$ cat config.mk
export PLATFORM = sky130hd
export DESIGN_NAME = sprite_chunky_to_planar_packer_flat
export DESIGN_NICKNAME = d
export VERILOG_FILES = /design/src/c2p_pkg.sv /design/src/c2p_if.sv /design/src/c2p_front.sv /design/src/c2p_queue.sv /design/src/c2p_back.sv /design/src/sprite_chunky_to_planar_packer.sv /design/src/flat_wrapper.sv
export SDC_FILE = /design/constraint.sdc
export NUM_CORES = 1
export LEC_CHECK = 0
export ABC_AREA = 1
export ABC_CLOCK_PERIOD_IN_PS = 18900
export BUFFER_PORTS_ARGS = -buffer_cell sky130_fd_sc_hd__buf_4
export CELL_PAD_IN_SITES_DETAIL_PLACEMENT = 0
export CELL_PAD_IN_SITES_GLOBAL_PLACEMENT = 1
export CORE_UTILIZATION = 54
export CTS_CLUSTER_DIAMETER = 40
export DETAILED_ROUTE_END_ITERATION = 12
export HOLD_SLACK_MARGIN = 0.06
export PLACE_DENSITY_LB_ADDON = 0.1
export SYNTH_ARGS = -nofsm -noshare
export SYNTH_HDL_FRONTEND = slang
export SYNTH_SLANG_ARGS = --single-unit
$ cat constraint.sdc
create_clock -name clock -period 18.9 [get_ports clock]
set_input_delay 1.89 -clock clock [delete_from_list [all_inputs] [get_ports clock]]
set_output_delay 1.89 -clock clock [all_outputs]
set_load 0.01 [all_outputs]
$ cat src/c2p_pkg.sv
// ----------------------------------------------------------------------------
// c2p_pkg
// Shared types and codes of the sprite chunky-to-planar packer.
// ----------------------------------------------------------------------------
`default_nettype none

package c2p_pkg;

   // transaction commands
   localparam logic [1:0] CMD_PIXEL = 2'd0;
   localparam logic [1:0] CMD_READ  = 2'd1;
   localparam logic [1:0] CMD_CLEAR = 2'd2;

   // result kinds
   localparam logic [1:0] KIND_PLANE   = 2'd0;
   localparam logic [1:0] KIND_PALETTE = 2'd1;
   localparam logic [1:0] KIND_ERROR   = 2'd2;

   // error codes
   localparam logic [1:0] ERR_NONE        = 2'd0;
   localparam logic [1:0] ERR_TOO_MANY    = 2'd1;
   localparam logic [1:0] ERR_NEED_ATTACH = 2'd2;

   // register indexes
   localparam logic [1:0] REG_ROW_WIDTH   = 2'd0;
   localparam logic [1:0] REG_ATTACH_MODE = 2'd1;
   localparam logic [1:0] REG_INDEX_INPUT = 2'd2;

   localparam logic [7:0] ROW_WIDTH_RESET = 8'd16;
   localparam int         ATTACH_LIMIT    = 64;
   localparam int         PLANES          = 4;
   localparam int         GROUP_PIXELS    = 16;

   // job queue between front and back
   localparam int QUEUE_DEPTH = 4;
   localparam int QPTR_W      = $clog2(QUEUE_DEPTH);

   typedef struct packed {
      logic [7:0] row_width;
      logic       attach_mode;
      logic       index_input;
   } cfg_type;

   // one queued job: a palette read, or a pixel with an error and/or a closed group
   typedef struct packed {
      logic                               is_pal;
      logic [15:0]                        pal_word;
      logic [1:0]                         err;
      logic                               close;
      logic                               four;
      logic [4:0]                         count;
      logic [PLANES-1:0][GROUP_PIXELS-1:0] words;
   } job_type;

   typedef struct packed {
      logic full;
      logic empty;
   } q_status_type;

endpackage

`default_nettype wire

$ cat src/c2p_if.sv
// ----------------------------------------------------------------------------
// c2p channel interfaces
// Request, response and register write channels with valid/ready handshake.
// ----------------------------------------------------------------------------
`default_nettype none

interface c2p_req_if;
   logic        valid;
   logic        ready;
   logic [1:0]  command;
   logic [23:0] pixel_color;
   logic [3:0]  pixel_index;
   logic [3:0]  entry_number;

   modport source (output valid, command, pixel_color, pixel_index, entry_number,
                   input ready);
   modport sink   (input valid, command, pixel_color, pixel_index, entry_number,
                   output ready);
endinterface

interface c2p_rsp_if;
   logic        valid;
   logic        ready;
   logic [1:0]  kind;
   logic [15:0] data_word;
   logic [1:0]  plane_number;
   logic        group_last;
   logic [4:0]  color_count;
   logic [1:0]  error_code;

   modport source (output valid, kind, data_word, plane_number, group_last,
                   color_count, error_code, input ready);
   modport sink   (input valid, kind, data_word, plane_number, group_last,
                   color_count, error_code, output ready);
endinterface

interface c2p_csr_if;
   logic       valid;
   logic       ready;
   logic [1:0] index;
   logic [7:0] data;

   modport source (output valid, index, data, input ready);
   modport sink   (input valid, index, data, output ready);
endinterface

`default_nettype wire

$ cat src/c2p_front.sv
// ----------------------------------------------------------------------------
// c2p_front
// Accepts transactions, matches and learns colors, shifts the plane registers
// and hands jobs with results to the queue.
// ----------------------------------------------------------------------------
`default_nettype none

module c2p_front #(
   parameter int PALETTE_ENTRIES = 16,
   parameter int MAX_ROW_WIDTH   = 128
) (
   input  wire logic           clock,
   input  wire logic           reset,
   c2p_req_if.sink             req_chan,
   input  wire c2p_pkg::cfg_type      cfg,
   input  wire c2p_pkg::q_status_type q_status,
   output logic                push,
   output c2p_pkg::job_type    push_job
);

   localparam int          IW      = $clog2(PALETTE_ENTRIES);
   localparam int          LIM     = (MAX_ROW_WIDTH < c2p_pkg::ATTACH_LIMIT) ?
                                     MAX_ROW_WIDTH : c2p_pkg::ATTACH_LIMIT;
   localparam logic [7:0]  LIM_MAX = 8'(MAX_ROW_WIDTH);
   localparam logic [7:0]  LIM_ATT = 8'(LIM);
   localparam logic [4:0]  ENTRIES = 5'(PALETTE_ENTRIES);

   logic [23:0] color_tbl_ff [PALETTE_ENTRIES];
   logic [4:0]  learned_ff, learned_in;
   logic [c2p_pkg::PLANES-1:0][15:0] shift_ff, shift_in;
   logic [6:0]  row_pos_ff, row_pos_in;

   logic        accept;
   logic        hit;
   logic [3:0]  match_idx;
   logic [3:0]  idx;
   logic [1:0]  err;
   logic        learn;
   logic [7:0]  lim;
   logic [7:0]  width_eff;
   logic [7:0]  pos;
   logic        row_end;
   logic        close;
   logic [3:0]  pad;
   logic [c2p_pkg::PLANES-1:0][15:0] shifted;
   logic [c2p_pkg::PLANES-1:0][15:0] padded;
   logic [23:0] pal_color;
   logic [15:0] pal_word;

   assign req_chan.ready = !q_status.full;
   assign accept         = req_chan.valid && req_chan.ready;

   // parallel color match, lowest entry wins
   always_comb begin
      hit       = 1'b0;
      match_idx = '0;
      for (int i = PALETTE_ENTRIES - 1; i >= 0; i--) begin
         if ((5'(i) < learned_ff) && (color_tbl_ff[i] == req_chan.pixel_color)) begin
            hit       = 1'b1;
            match_idx = 4'(i);
         end
      end
   end

   // pixel index and error classification
   always_comb begin
      idx   = '0;
      err   = c2p_pkg::ERR_NONE;
      learn = 1'b0;
      if (cfg.index_input) begin
         idx = req_chan.pixel_index;
      end else if (hit) begin
         idx = match_idx;
      end else if (learned_ff < ENTRIES) begin
         idx   = learned_ff[3:0];
         learn = 1'b1;
      end else begin
         err = c2p_pkg::ERR_TOO_MANY;
      end
      if ((err == c2p_pkg::ERR_NONE) && (idx[3:2] != 2'b00) && !cfg.attach_mode) begin
         err = c2p_pkg::ERR_NEED_ATTACH;
      end
   end

   // effective row width
   always_comb begin
      lim       = cfg.attach_mode ? LIM_ATT : LIM_MAX;
      width_eff = cfg.row_width;
      if (width_eff == 8'd0) begin
         width_eff = 8'd1;
      end
      if (width_eff > lim) begin
         width_eff = lim;
      end
   end

   // row position and group closing
   assign pos     = {1'b0, row_pos_ff} + 8'd1;
   assign row_end = pos >= width_eff;
   assign close   = row_end || (row_pos_ff[3:0] == 4'hf);
   assign pad     = 4'hf - row_pos_ff[3:0];

   // plane shift and left alignment of a short group
   always_comb begin
      for (int p = 0; p < c2p_pkg::PLANES; p++) begin
         shifted[p] = {shift_ff[p][14:0], idx[p]};
         padded[p]  = shifted[p] << pad;
      end
   end

   // palette read in the 12-bit word format
   always_comb begin
      pal_color = color_tbl_ff[req_chan.entry_number[IW-1:0]];
      pal_word  = '0;
      if ((5'(req_chan.entry_number) < learned_ff) &&
          (5'(req_chan.entry_number) < ENTRIES)) begin
         pal_word = {pal_color[15:12], pal_color[7:4], 4'h0, pal_color[23:20]};
      end
   end

   // next state
   always_comb begin
      learned_in = learned_ff;
      shift_in   = shift_ff;
      row_pos_in = row_pos_ff;
      if (accept) begin
         case (req_chan.command)
            c2p_pkg::CMD_CLEAR: begin
               learned_in = '0;
               shift_in   = '0;
               row_pos_in = '0;
            end
            c2p_pkg::CMD_PIXEL: begin
               if (learn) begin
                  learned_in = learned_ff + 5'd1;
               end
               shift_in   = close ? '0 : shifted;
               row_pos_in = row_end ? 7'd0 : pos[6:0];
            end
            default: begin
            end
         endcase
      end
   end

   // job for the back end
   always_comb begin
      push              = 1'b0;
      push_job.is_pal   = 1'b0;
      push_job.pal_word = pal_word;
      push_job.err      = err;
      push_job.close    = close;
      push_job.four     = cfg.attach_mode;
      push_job.count    = learned_in;
      push_job.words    = padded;
      if (accept) begin
         case (req_chan.command)
            c2p_pkg::CMD_READ: begin
               push            = 1'b1;
               push_job.is_pal = 1'b1;
            end
            c2p_pkg::CMD_PIXEL: begin
               push = close || (err != c2p_pkg::ERR_NONE);
            end
            default: begin
            end
         endcase
      end
   end

   // control state
   always_ff @(posedge clock) begin
      if (reset) begin
         learned_ff <= '0;
         shift_ff   <= '0;
         row_pos_ff <= '0;
      end else begin
         learned_ff <= learned_in;
         shift_ff   <= shift_in;
         row_pos_ff <= row_pos_in;
      end
   end

   // color table, written on append only
   always_ff @(posedge clock) begin
      if (accept && (req_chan.command == c2p_pkg::CMD_PIXEL) && learn) begin
         color_tbl_ff[learned_ff[IW-1:0]] <= req_chan.pixel_color;
      end
   end

endmodule

`default_nettype wire

$ cat src/c2p_queue.sv
// ----------------------------------------------------------------------------
// c2p_queue
// Short job queue that decouples the front from the back.
// ----------------------------------------------------------------------------
`default_nettype none

module c2p_queue (
   input  wire logic             clock,
   input  wire logic             reset,
   input  wire logic             push,
   input  wire c2p_pkg::job_type push_job,
   input  wire logic             pop,
   output c2p_pkg::job_type      head_job,
   output c2p_pkg::q_status_type q_status
);

   localparam logic [c2p_pkg::QPTR_W:0] DEPTH = (c2p_pkg::QPTR_W + 1)'(c2p_pkg::QUEUE_DEPTH);

   c2p_pkg::job_type             entry_ff [c2p_pkg::QUEUE_DEPTH];
   logic [c2p_pkg::QPTR_W-1:0]   wr_ptr_ff, wr_ptr_in;
   logic [c2p_pkg::QPTR_W-1:0]   rd_ptr_ff, rd_ptr_in;
   logic [c2p_pkg::QPTR_W:0]     count_ff, count_in;

   assign q_status.full  = count_ff == DEPTH;
   assign q_status.empty = count_ff == '0;
   assign head_job       = entry_ff[rd_ptr_ff];

   // pointer and fill count update
   always_comb begin
      wr_ptr_in = push ? wr_ptr_ff + 1'b1 : wr_ptr_ff;
      rd_ptr_in = pop  ? rd_ptr_ff + 1'b1 : rd_ptr_ff;
      count_in  = count_ff;
      if (push && !pop) begin
         count_in = count_ff + 1'b1;
      end else if (!push && pop) begin
         count_in = count_ff - 1'b1;
      end
   end

   always_ff @(posedge clock) begin
      if (reset) begin
         wr_ptr_ff <= '0;
         rd_ptr_ff <= '0;
         count_ff  <= '0;
      end else begin
         wr_ptr_ff <= wr_ptr_in;
         rd_ptr_ff <= rd_ptr_in;
         count_ff  <= count_in;
      end
   end

   // job storage
   always_ff @(posedge clock) begin
      if (push) begin
         entry_ff[wr_ptr_ff] <= push_job;
      end
   end

endmodule

`default_nettype wire

$ cat src/c2p_back.sv
// ----------------------------------------------------------------------------
// c2p_back
// Expands each queued job into its result transactions, one per cycle while
// the response channel is ready, through a registered output stage.
// ----------------------------------------------------------------------------
`default_nettype none

module c2p_back (
   input  wire logic                  clock,
   input  wire logic                  reset,
   input  wire c2p_pkg::job_type      head_job,
   input  wire c2p_pkg::q_status_type q_status,
   output logic                       pop,
   c2p_rsp_if.source                  rsp_chan
);

   logic [2:0]  step_ff, step_in;
   logic        valid_ff, valid_in;
   logic [1:0]  kind_ff, kind_in;
   logic [15:0] data_ff, data_in;
   logic [1:0]  plane_ff, plane_in;
   logic        last_ff, last_in;
   logic [4:0]  count_ff, count_in;
   logic [1:0]  err_ff, err_in;

   logic        load;
   logic        has_err;
   logic        final_res;
   logic [1:0]  plane;
   logic [1:0]  top_plane;

   assign load    = !q_status.empty && (!valid_ff || rsp_chan.ready);
   assign has_err = head_job.err != c2p_pkg::ERR_NONE;
   assign plane   = has_err ? 2'(step_ff - 3'd1) : step_ff[1:0];
   assign top_plane = head_job.four ? 2'd3 : 2'd1;

   // result for the current step of the head job
   always_comb begin
      kind_in   = c2p_pkg::KIND_PLANE;
      data_in   = head_job.words[plane];
      plane_in  = plane;
      last_in   = plane == top_plane;
      err_in    = c2p_pkg::ERR_NONE;
      final_res = plane == top_plane;
      count_in  = head_job.count;
      if (head_job.is_pal) begin
         kind_in   = c2p_pkg::KIND_PALETTE;
         data_in   = head_job.pal_word;
         plane_in  = '0;
         last_in   = 1'b1;
         final_res = 1'b1;
      end else if (has_err && (step_ff == 3'd0)) begin
         kind_in   = c2p_pkg::KIND_ERROR;
         data_in   = '0;
         plane_in  = '0;
         last_in   = 1'b1;
         err_in    = head_job.err;
         final_res = !head_job.close;
      end
   end

   // step counter and queue pop
   always_comb begin
      pop      = load && final_res;
      step_in  = step_ff;
      valid_in = valid_ff && !rsp_chan.ready;
      if (load) begin
         valid_in = 1'b1;
         step_in  = final_res ? 3'd0 : step_ff + 3'd1;
      end
   end

   always_ff @(posedge clock) begin
      if (reset) begin
         step_ff  <= '0;
         valid_ff <= 1'b0;
      end else begin
         step_ff  <= step_in;
         valid_ff <= valid_in;
      end
   end

   // output payload register
   always_ff @(posedge clock) begin
      if (load) begin
         kind_ff  <= kind_in;
         data_ff  <= data_in;
         plane_ff <= plane_in;
         last_ff  <= last_in;
         count_ff <= count_in;
         err_ff   <= err_in;
      end
   end

   assign rsp_chan.valid        = valid_ff;
   assign rsp_chan.kind         = kind_ff;
   assign rsp_chan.data_word    = data_ff;
   assign rsp_chan.plane_number = plane_ff;
   assign rsp_chan.group_last   = last_ff;
   assign rsp_chan.color_count  = count_ff;
   assign rsp_chan.error_code   = err_ff;

endmodule

`default_nettype wire

$ cat src/sprite_chunky_to_planar_packer.sv
// Takes one transaction per cycle while the four-job queue has room; a pixel is
// classified in the cycle it is accepted (parallel match against the learned
// colors, append of a new color, plane shift). Results leave one per cycle from
// the output register while the response channel is ready, so a pixel that
// closes a group yields an optional error report, then 2 or 4 plane words, and
// a full group of 16 pixels drains as 2 or 4 plane words. No clearing pass
// follows reset; register writes take effect in the next cycle.
// ----------------------------------------------------------------------------
// sprite_chunky_to_planar_packer
// Top level: register file, front classifier, job queue and result back end.
// ----------------------------------------------------------------------------
`default_nettype none

module sprite_chunky_to_planar_packer #(
   parameter int PALETTE_ENTRIES = 16,
   parameter int MAX_ROW_WIDTH   = 128
) (
   input  wire logic clock,
   input  wire logic reset,
   c2p_req_if.sink   req_chan,
   c2p_rsp_if.source rsp_chan,
   c2p_csr_if.sink   csr_chan
);

   c2p_pkg::cfg_type      cfg_ff, cfg_in;
   c2p_pkg::job_type      push_job;
   c2p_pkg::job_type      head_job;
   c2p_pkg::q_status_type q_status;
   logic                  push;
   logic                  pop;

   // register writes
   assign csr_chan.ready = 1'b1;

   always_comb begin
      cfg_in = cfg_ff;
      if (csr_chan.valid) begin
         case (csr_chan.index)
            c2p_pkg::REG_ROW_WIDTH:   cfg_in.row_width   = csr_chan.data;
            c2p_pkg::REG_ATTACH_MODE: cfg_in.attach_mode = csr_chan.data[0];
            c2p_pkg::REG_INDEX_INPUT: cfg_in.index_input = csr_chan.data[0];
            default: begin
            end
         endcase
      end
   end

   always_ff @(posedge clock) begin
      if (reset) begin
         cfg_ff.row_width   <= c2p_pkg::ROW_WIDTH_RESET;
         cfg_ff.attach_mode <= 1'b0;
         cfg_ff.index_input <= 1'b0;
      end else begin
         cfg_ff <= cfg_in;
      end
   end

   c2p_front #(
      .PALETTE_ENTRIES (PALETTE_ENTRIES),
      .MAX_ROW_WIDTH   (MAX_ROW_WIDTH)
   ) u_front (
      .clock    (clock),
      .reset    (reset),
      .req_chan (req_chan),
      .cfg      (cfg_ff),
      .q_status (q_status),
      .push     (push),
      .push_job (push_job)
   );

   c2p_queue u_queue (
      .clock    (clock),
      .reset    (reset),
      .push     (push),
      .push_job (push_job),
      .pop      (pop),
      .head_job (head_job),
      .q_status (q_status)
   );

   c2p_back u_back (
      .clock    (clock),
      .reset    (reset),
      .head_job (head_job),
      .q_status (q_status),
      .pop      (pop),
      .rsp_chan (rsp_chan)
   );

`ifndef ASSERT_OFF
   // queue never written while full
   a_no_overflow: assert property (@(posedge clock) disable iff (reset)
      push |-> !q_status.full)
      else $error("job pushed into a full queue");

   // queue never popped while empty
   a_no_underflow: assert property (@(posedge clock) disable iff (reset)
      pop |-> !q_status.empty)
      else $error("job popped from an empty queue");

   // an error report is a single last word with no data
   a_err_shape: assert property (@(posedge clock) disable iff (reset)
      (rsp_chan.valid && (rsp_chan.kind == c2p_pkg::KIND_ERROR)) |->
      (rsp_chan.group_last && (rsp_chan.data_word == 16'h0000) &&
       (rsp_chan.error_code != c2p_pkg::ERR_NONE)))
      else $error("malformed error report");

   // nothing offered right after reset
   a_reset_quiet: assert property (@(posedge clock)
      $past(reset) |-> !rsp_chan.valid)
      else $error("response valid after reset");
`endif

endmodule

`default_nettype wire
$ cat src/flat_wrapper.sv
// flat-port wrapper written by rule: the top's interface ports become plain ports
module sprite_chunky_to_planar_packer_flat 
#(
   parameter int PALETTE_ENTRIES = 16,
   parameter int MAX_ROW_WIDTH   = 128
)
  (clock, reset, req_chan_valid, req_chan_command, req_chan_pixel_color, req_chan_pixel_index, req_chan_entry_number, req_chan_ready, rsp_chan_valid, rsp_chan_kind, rsp_chan_data_word, rsp_chan_plane_number, rsp_chan_group_last, rsp_chan_color_count, rsp_chan_error_code, rsp_chan_ready, csr_chan_valid, csr_chan_index, csr_chan_data, csr_chan_ready);
  c2p_req_if req_chan_i ();
  c2p_rsp_if rsp_chan_i ();
  c2p_csr_if csr_chan_i ();
  input  wire logic clock;
  input  wire logic reset;
  input wire logic [$bits(req_chan_i.valid)-1:0] req_chan_valid;
  input wire logic [$bits(req_chan_i.command)-1:0] req_chan_command;
  input wire logic [$bits(req_chan_i.pixel_color)-1:0] req_chan_pixel_color;
  input wire logic [$bits(req_chan_i.pixel_index)-1:0] req_chan_pixel_index;
  input wire logic [$bits(req_chan_i.entry_number)-1:0] req_chan_entry_number;
  output wire logic [$bits(req_chan_i.ready)-1:0] req_chan_ready;
  output wire logic [$bits(rsp_chan_i.valid)-1:0] rsp_chan_valid;
  output wire logic [$bits(rsp_chan_i.kind)-1:0] rsp_chan_kind;
  output wire logic [$bits(rsp_chan_i.data_word)-1:0] rsp_chan_data_word;
  output wire logic [$bits(rsp_chan_i.plane_number)-1:0] rsp_chan_plane_number;
  output wire logic [$bits(rsp_chan_i.group_last)-1:0] rsp_chan_group_last;
  output wire logic [$bits(rsp_chan_i.color_count)-1:0] rsp_chan_color_count;
  output wire logic [$bits(rsp_chan_i.error_code)-1:0] rsp_chan_error_code;
  input wire logic [$bits(rsp_chan_i.ready)-1:0] rsp_chan_ready;
  input wire logic [$bits(csr_chan_i.valid)-1:0] csr_chan_valid;
  input wire logic [$bits(csr_chan_i.index)-1:0] csr_chan_index;
  input wire logic [$bits(csr_chan_i.data)-1:0] csr_chan_data;
  output wire logic [$bits(csr_chan_i.ready)-1:0] csr_chan_ready;
  assign req_chan_i.valid = req_chan_valid;
  assign req_chan_i.command = req_chan_command;
  assign req_chan_i.pixel_color = req_chan_pixel_color;
  assign req_chan_i.pixel_index = req_chan_pixel_index;
  assign req_chan_i.entry_number = req_chan_entry_number;
  assign req_chan_ready = req_chan_i.ready;
  assign rsp_chan_valid = rsp_chan_i.valid;
  assign rsp_chan_kind = rsp_chan_i.kind;
  assign rsp_chan_data_word = rsp_chan_i.data_word;
  assign rsp_chan_plane_number = rsp_chan_i.plane_number;
  assign rsp_chan_group_last = rsp_chan_i.group_last;
  assign rsp_chan_color_count = rsp_chan_i.color_count;
  assign rsp_chan_error_code = rsp_chan_i.error_code;
  assign rsp_chan_i.ready = rsp_chan_ready;
  assign csr_chan_i.valid = csr_chan_valid;
  assign csr_chan_i.index = csr_chan_index;
  assign csr_chan_i.data = csr_chan_data;
  assign csr_chan_ready = csr_chan_i.ready;
  sprite_chunky_to_planar_packer #(.PALETTE_ENTRIES(PALETTE_ENTRIES), .MAX_ROW_WIDTH(MAX_ROW_WIDTH)) u_core (.clock(clock), .reset(reset), .req_chan(req_chan_i), .rsp_chan(rsp_chan_i), .csr_chan(csr_chan_i));
endmodule
Word level (Yosys, flattened, before mapping)
Memories as Yosys holds them, arrays and structs flattened. A register that Yosys moved wholly into a read port is not among the register bits.
Index checks and enable logic that the tools add are counted.
{ "totals": {"latchBits": 0, "memories": 2, "regBits": 121, "mem_bits_ro": 0, "output_inout_bits": 31, "mem_bits_rw": 744} }
{ "classes": {"bitwise_logic": 1, "n_div": 0, "addsub": 9, "eq_ne": 23, "n_reduce_logical": 55, "n_lt_le_gt_ge": 21, "mux": 76, "mul": 0, "n_shift": 4} }
{ "memory_table": {"columns": ["name", "depth", "word_bits", "read_ports", "rd_ports_with_merged_regs", "write_ports", "line_no", "text"], "rows": [
  ["u_core.u_front.color_tbl_ff", 16, 24, 17, 0, 1, "c2p_front.sv:28", "logic [23:0] color_tbl_ff [PALETTE_ENTRIES];"],
  ["u_core.u_queue.entry_ff", 4, 90, 1, 1, 1, "c2p_queue.sv:19", "c2p_pkg::job_type entry_ff [c2p_pkg::QUEUE_DEPTH];"]
]} }
{ "op_table": {"columns": ["op", "count"], "rows": [
  ["$eq A24 B24 Y1", 16],
  ["$pmux W63 S2", 1],
  ["$mux W4", 19],
  ["$mux W16", 4],
  ["$shl A16 B4 Y16", 4],
  ["$mux W63", 1],
  ["$lt A4 B5 Y1 const A", 8],
  ["$bmux W16 S2", 1],
  ["$mux W1", 32],
  ["$logic_and A1 B1 Y1", 27],
  ["$mux W8", 3],
  ["$lt A3 B5 Y1 const A", 4],
  ["$pmux W7 S2", 1],
  ["$mux W2", 6],
  ["$lt A1 B5 Y1 const A", 2],
  ["$lt A2 B5 Y1 const A", 2],
  ["$mux W5", 2],
  ["$pmux W5 S2", 1],
  ["$reduce_bool A2 Y1", 5],
  ["$mux W3", 3],
  ["$add A7 B1 Y8 const B", 1],
  ["$ge A8 B8 Y1", 1],
  ["$gt A8 B8 Y1", 1],
  ["$logic_not A1 Y1", 8],
  ["23 further kinds", 36]
]} }

Depth between registers and ports, before layout
An unclocked memory read counts as a cell.
{ "depth": {"depth_word": 33, "mapped_depth": 31, "mapped_depth_nobuf": 30} }

Hierarchy
A second synthesis with hierarchy kept.
{ "hier_totals": {"cells_unflattened": 3856, "area_unflattened_um2": 40306.2} }
{ "by_module_without_submodules": {"columns": ["module", "cells_each", "n_inst", "area_per_inst_um2"], "rows": [
  ["c2p_front", 2616, 1, 24209.5],
  ["c2p_queue", 928, 1, 13725.7],
  ["c2p_back", 242, 1, 1895.6],
  ["sprite_chunky_to_planar_packer", 70, 1, 475.5]
]} }

Least setup slack after synthesis
OpenSTA, ideal clock, no wires.
{ "synth_timing": {"kind": "input-to-reg", "startpoint": "input req_chan_pixel_color[13]", "endpoint": "memory u_core.u_queue.entry_ff[0][0] (netlist bit), enable pin", "arrival_time_ps": 7207, "required_ps": 18369, "setup_ps": 531, "path_stages": 16, "path_slack_ps": 11162, "cell_sequence": "buf_2 -> inv_2 -> or2_2 -> nand4_1 -> or4_1 -> nor3_1 -> nor2_1 -> nand3_1 -> nor2_1 -> o21ai_2 -> nand2_2 -> nand2_4 -> o21ai_2 -> nand2_1 -> nand2_4 -> nor2_1"} }
{ "synth_between": {"elab_chain_len": 30, "word_cells_on_any_way": 79} }
{ "synth_lines": {"columns": ["element", "line_no", "text"], "rows": [
  ["start: declaration", "flat_wrapper.sv:15", "input wire logic [$bits(req_chan_i.pixel_color)-1:0] req_chan_pixel_color;"],
  ["$eq A24 B24 Y1", "c2p_front.sv:58", "if ((5'(i) < learned_ff) && (color_tbl_ff[i] == req_chan.pixel_color)) begin"],
  ["$logic_and A1 B1 Y1", "c2p_front.sv:58", null],
  ["$mux W1 / $mux W4 (equally long branches) (16 in a row)", "c2p_front.sv:58", null],
  ["$mux W1 / $mux W4 (equally long branches)", "c2p_front.sv:72", "end else if (hit) begin"],
  ["$mux W1 / $mux W4 (equally long branches)", "c2p_front.sv:70", "if (cfg.index_input) begin"],
  ["$logic_not A2 Y1 / $reduce_bool A2 Y1 (equally long branches)", "c2p_front.sv:80", "if ((err == c2p_pkg::ERR_NONE) && (idx[3:2] != 2'b00) && !cfg.attach_mode) begin"],
  ["$logic_and A1 B1 Y1 (2 in a row)", "c2p_front.sv:80", null],
  ["$mux W2 (*)", "c2p_front.sv:80", null],
  ["$reduce_bool A2 Y1 (*)", "c2p_front.sv:163", "push = close || (err != c2p_pkg::ERR_NONE);"],
  ["$logic_or A1 B1 Y1 (*)", "c2p_front.sv:163", null],
  ["$pmux W1 S2 (*)", "c2p_front.sv:157", "case (req_chan.command)"],
  ["$mux W1 (*)", "c2p_front.sv:156", "if (accept) begin"],
  ["$mux W1 (*)", "c2p_queue.sv:54", "if (push) begin"],
  ["$mux W1 (implied by the code) (*)", "c2p_queue.sv:55", "entry_ff[wr_ptr_ff] <= push_job;"],
  ["end: declaration", "c2p_queue.sv:19", null]
]} }
Mark *: on every way between the ends. The rest lies on a longest branch, timed or not.

==> results.md <==
Run status:
- The run finished with clean final reports.

STA:
- For the final database, setup skew stands at roughly 0.042 ns.
- Setup repair after global routing left no endpoint under its margin.
- The number of hold violations in the final report is 0.
- The worst pin sits at a relative slew slack of 0.0690.
- The final number of setup-violating endpoints is 0.
- The final critical-path required period is ~6.5 ns.
- The ratio of final minimum period to clock period is 0.343.
- Setup slack closes at approximately 12 ns.
- The setup TNS after final layout is 0 ns.
- The final-report max-slew violation count was 0.
- Timing would allow up to roughly 150 MHz.
- The slew at the pin closest to its max-slew limit is 1.40 ns.

Floorplan:
- The total I/O pin count is 80.
- The area of the core region is 0.0762 mm^2.
- The die covers 0.0785 mm^2.
- Row generation in the floorplan step produced about 100 rows.
- From bottom edge to top edge, the die measures 280 um.
- The starting density of the core is 0.548.
- The die boundary width is 280 um.

Setup path:
- The largest fanout of any net on the critical path is 54.
- The capturing element type of the critical path is a register.
- The start-to-end type of the worst setup path is primary input to register.
- Across all register-to-register paths, the minimum setup slack is between 10 and 15 ns.
- The required time of the critical path is 19.21 ns.
- The critical path startpoint category is a primary input.
- The data arrival time of the worst path is 6.80 ns.

Synth:
- The post-synthesis instance area is ~0.042 mm^2.
- Of the synthesized area, sequential elements account for 0.589.
- The number of enable-type register cells in the synthesized netlist is 756.
- The cell count after synthesis is 4200.
- The average footprint of a synthesized cell is 9.95 um^2.
- The most area-hungry cell type in the Yosys netlist is sky130_fd_sc_hd__edfxtp_1.
- The most used flip-flop cell after synthesis is sky130_fd_sc_hd__edfxtp_1.
- By count the netlist is led by sky130_fd_sc_hd__nand2_1 (938), sky130_fd_sc_hd__edfxtp_1 (756), sky130_fd_sc_hd__nor2_1 (360).
- Synthesis produced a netlist with a net count of 4276.
- The netlist uses 65 different library cells.
- The most frequent cell after synthesis is sky130_fd_sc_hd__nand2_1.
- The fraction of registers with async set/reset is 0.
- The number of storage elements in the synthesis netlist is between 800 and 900.
- Ranked by total cell area, the synthesized netlist is headed by sky130_fd_sc_hd__edfxtp_1 (54%), sky130_fd_sc_hd__nand2_1 (8.4%), sky130_fd_sc_hd__dfxtp_1 (4.6%), sky130_fd_sc_hd__a21oi_1 (3.4%), sky130_fd_sc_hd__nor2_1 (3.2%).
- During synthesis, Yosys emitted a total of 0 warnings.
- The share of synthesized area in the top cell type comes to 0.543.

Power:
- In this run the power density over the cells is roughly 120 mW/mm^2.
- The total power of the final layout is 5.59 mW.
- The worst IR drop on VDD is about 0.11 mV.
- The analysis attributes to cell leakage a power of 17.2 nW.

Hold path:
- The class of the tightest hold or removal check is register to register.

Global route:
- The via count of the first global-routing pass is a little over 30000.
- The global-route wire length before repair is around 200000 um.
- Global routing finished with a remaining overflow of 0.
- The overall track demand over capacity in global routing is 0.355.
- The initial antenna violation count is 2.
- Entering global routing, the biggest net connects ~110 pins.

Clock network:
- After clock tree synthesis, the clock-pin slew on the worst setup and hold paths is roughly 0.04 ns.
- The sink count of the clock tree is between 800 and 900.
- Clock latency on the worst-skew pair, taken at its later pin, is 0.72 ns.
- The hold buffer count at cts is 0.
- Counting along the longest clock path gives a buffer depth of 3.
- TritonCTS created about 130 clock buffers.
- In this run, post-CTS repair resized a total of 0 instances.
- The number of post-CTS setup repair buffers is 0.
- In this run the number of H-tree levels came out at 4.
- CTS placed an instance of sky130_fd_sc_hd__clkbuf_16 at the clock tree root.
- The TritonCTS clock tree is built.

Finish:
- The final design instance area without fill is 0.0475 mm^2.
- Of the cells placed in the final design, the portion with a size suffix greater than 1 is 0.113.
- The final non-filler cell total is approximately 5400.
- After the last flow step, the layout net total stands at roughly 4300.
- The post-synthesis to final-layout area growth is 13.7%.

Detailed routing:
- The first detailed-routing pass ran for 5 iterations.
- The routed design has between 100000 and 150000 um of wire.
- The via count of the routed design is 31900.
- The number of DRC markers after the initial detailed-route iteration is 3108.
- The remaining number of nets flagged by the antenna check after routing is 0.
- In the final routed layout, each cell accounts on average for approximately 26 um.
- The ratio of routed vias to standard cells is 5.96.
- The detailed-route DRC error count is 0.

Placed design:
- The final weighted congestion in routability-driven placement is approximately 0.92.
- After detailed placement, the design holds a cell count of about 5000.
- Once detailed placement completed, the half-perimeter wirelength came to just over 90000 um.
- Buffers placed on the I/O ports in this run total between 70 and 80.
- The placed standard-cell area is 0.0429 mm^2.
- The minimum setup slack after placement is roughly 12 ns.

Flow run:
- Max-cap violations in this run came to 0.
worst max-delay path, stage by stage:
cell                      delay, ns
sky130_fd_sc_hd__buf_4         0.38
sky130_fd_sc_hd__inv_1         0.34
sky130_fd_sc_hd__nor2_1        0.24
sky130_fd_sc_hd__nor2_1        0.09
sky130_fd_sc_hd__nand3_1       0.12
sky130_fd_sc_hd__nor4_1        0.06
sky130_fd_sc_hd__nand3_1       0.11
sky130_fd_sc_hd__nor4_1        0.05
sky130_fd_sc_hd__nor2_1        0.25
sky130_fd_sc_hd__nand4_1       0.33
sky130_fd_sc_hd__nor4_1        0.82
sky130_fd_sc_hd__nor3_1        0.09
sky130_fd_sc_hd__nand2_1       0.15
sky130_fd_sc_hd__nand2_4       0.12
sky130_fd_sc_hd__nor2_4        0.85
sky130_fd_sc_hd__buf_4         0.80
per-layer routing:
layer / GRT usage / part of all wire / routed length (um) / vias up
li1: - / - / - / 14814
met1: 0.434 / 0.38 / 53200 / 15333
met2: 0.591 / 0.48 / 67700 / 1391
met3: 0.0504 / 0.068 / 9490 / 360
met4: 0.226 / 0.067 / 9400 / 2
met5: 0 / 0.000093 / 13 / -
cells in the final DEF, fill, tap and decap left out, types with 66 or more instances in the layout:
cell	netlist	final
sky130_fd_sc_hd__buf_4	29	113
sky130_fd_sc_hd__clkbuf_16	0	137
sky130_fd_sc_hd__xor2_1	130	130
sky130_fd_sc_hd__nand4_1	90	90
sky130_fd_sc_hd__edfxtp_1	756	756
sky130_fd_sc_hd__xnor2_1	101	101
sky130_fd_sc_hd__nand3_1	145	145
sky130_fd_sc_hd__inv_1	214	210
sky130_fd_sc_hd__dfxtp_1	95	90
sky130_fd_sc_hd__nor4_1	66	66
sky130_fd_sc_hd__nor2_1	360	342
sky130_fd_sc_hd__o21ai_0	266	266
sky130_fd_sc_hd__nand2_1	938	937
sky130_fd_sc_hd__a21oi_1	286	286
area by class of cell:
type / count / area [um^2]
Antenna cell: 2 / 5.00
Clock buffer: 158 / 3540
Clock inverter: 82 / 1040
Fill cell: 6380 / 28700
Inverter: 250 / 943
Multi-Input combinational cell: 2869 / 15200
Sequential cell: 851 / 24600
Tap cell: 1030 / 1290
Timing Repair Buffer: 114 / 868
worst paths after layout:
| path | startpoint | end | cells past startpoint |
|---|---|---|---|
| setup / recovery | req_chan_pixel_color[4] | u_core.u_queue.entry_ff[0][72] | 16 |
| setup reg to reg | u_core.u_front.learned_ff[4] | u_core.u_queue.entry_ff[0][72] | 14 |
| hold reg to reg | u_core.u_front.shift_ff[46] | u_core.u_front.shift_ff[46] | 2 |
| hold / removal | u_core.u_front.shift_ff[46] | u_core.u_front.shift_ff[46] | 2 |
where the power goes:
group / internal (mW) / switching [mW] / total (mW)
Combinational: 0.264 / 0.674 / 0.938
Clock: 1.58 / 0.906 / 2.48
Sequential: 2.14 / 0.0386 / 2.17
kinds of logic (layout without fill, tap and decap cells):
group / after synthesis / in the layout / share of synthesized area
AO/OA/AOI/OAI: 779 / 779 / 0.109
XOR/XNOR: 237 / 237 / 0.0507
adder cells (fa/ha/maj): 27 / 27 / 0.00826
buffers and inverters: 480 / 604 / 0.0501
flip-flops: 851 / 851 / 0.589
multiplexers: 15 / 15 / 0.00359
other: 1 / 3 / 0.0000897
AND/OR/NAND/NOR: 1810 / 1810 / 0.190
metrics by stage:
| step | util | hold WS [ns] |
|---|---|---|
| floorplan | - | 0.442 |
| global placement | 0.564 | 0.457 |
| detailed placement | 0.564 | 0.463 |
| CTS | 0.624 | 0.471 |
| global route | 0.624 | 0.479 |
| finish | 0.624 | 0.471 |
sequential cells by signal, indices dropped and copies added (netlist names), named ones only:
| signal | flops |
|---|---|
| u_core.u_queue.rd_ptr_ff | 2 |
| u_core.u_queue.entry_ff | 344 |
| u_core.u_back.step_ff | 3 |
| u_core.u_back.rsp_chan.data_word | 16 |
| u_core.u_front.row_pos_ff | 7 |
| u_core.u_back.rsp_chan.valid | 1 |
| u_core.u_queue.wr_ptr_ff | 2 |
| u_core.u_back.rsp_chan.plane_number | 2 |
| u_core.cfg_ff | 10 |
| u_core.u_back.rsp_chan.color_count | 5 |
| u_core.u_back.rsp_chan.kind | 2 |
| u_core.u_back.rsp_chan.group_last | 1 |
| u_core.u_front.learned_ff | 5 |
| u_core.u_queue.count_ff | 3 |
| u_core.u_front.color_tbl_ff | 384 |
| u_core.u_back.rsp_chan.error_code | 2 |
| u_core.u_front.shift_ff | 60 |
Power figures use the tool's default switching activity.
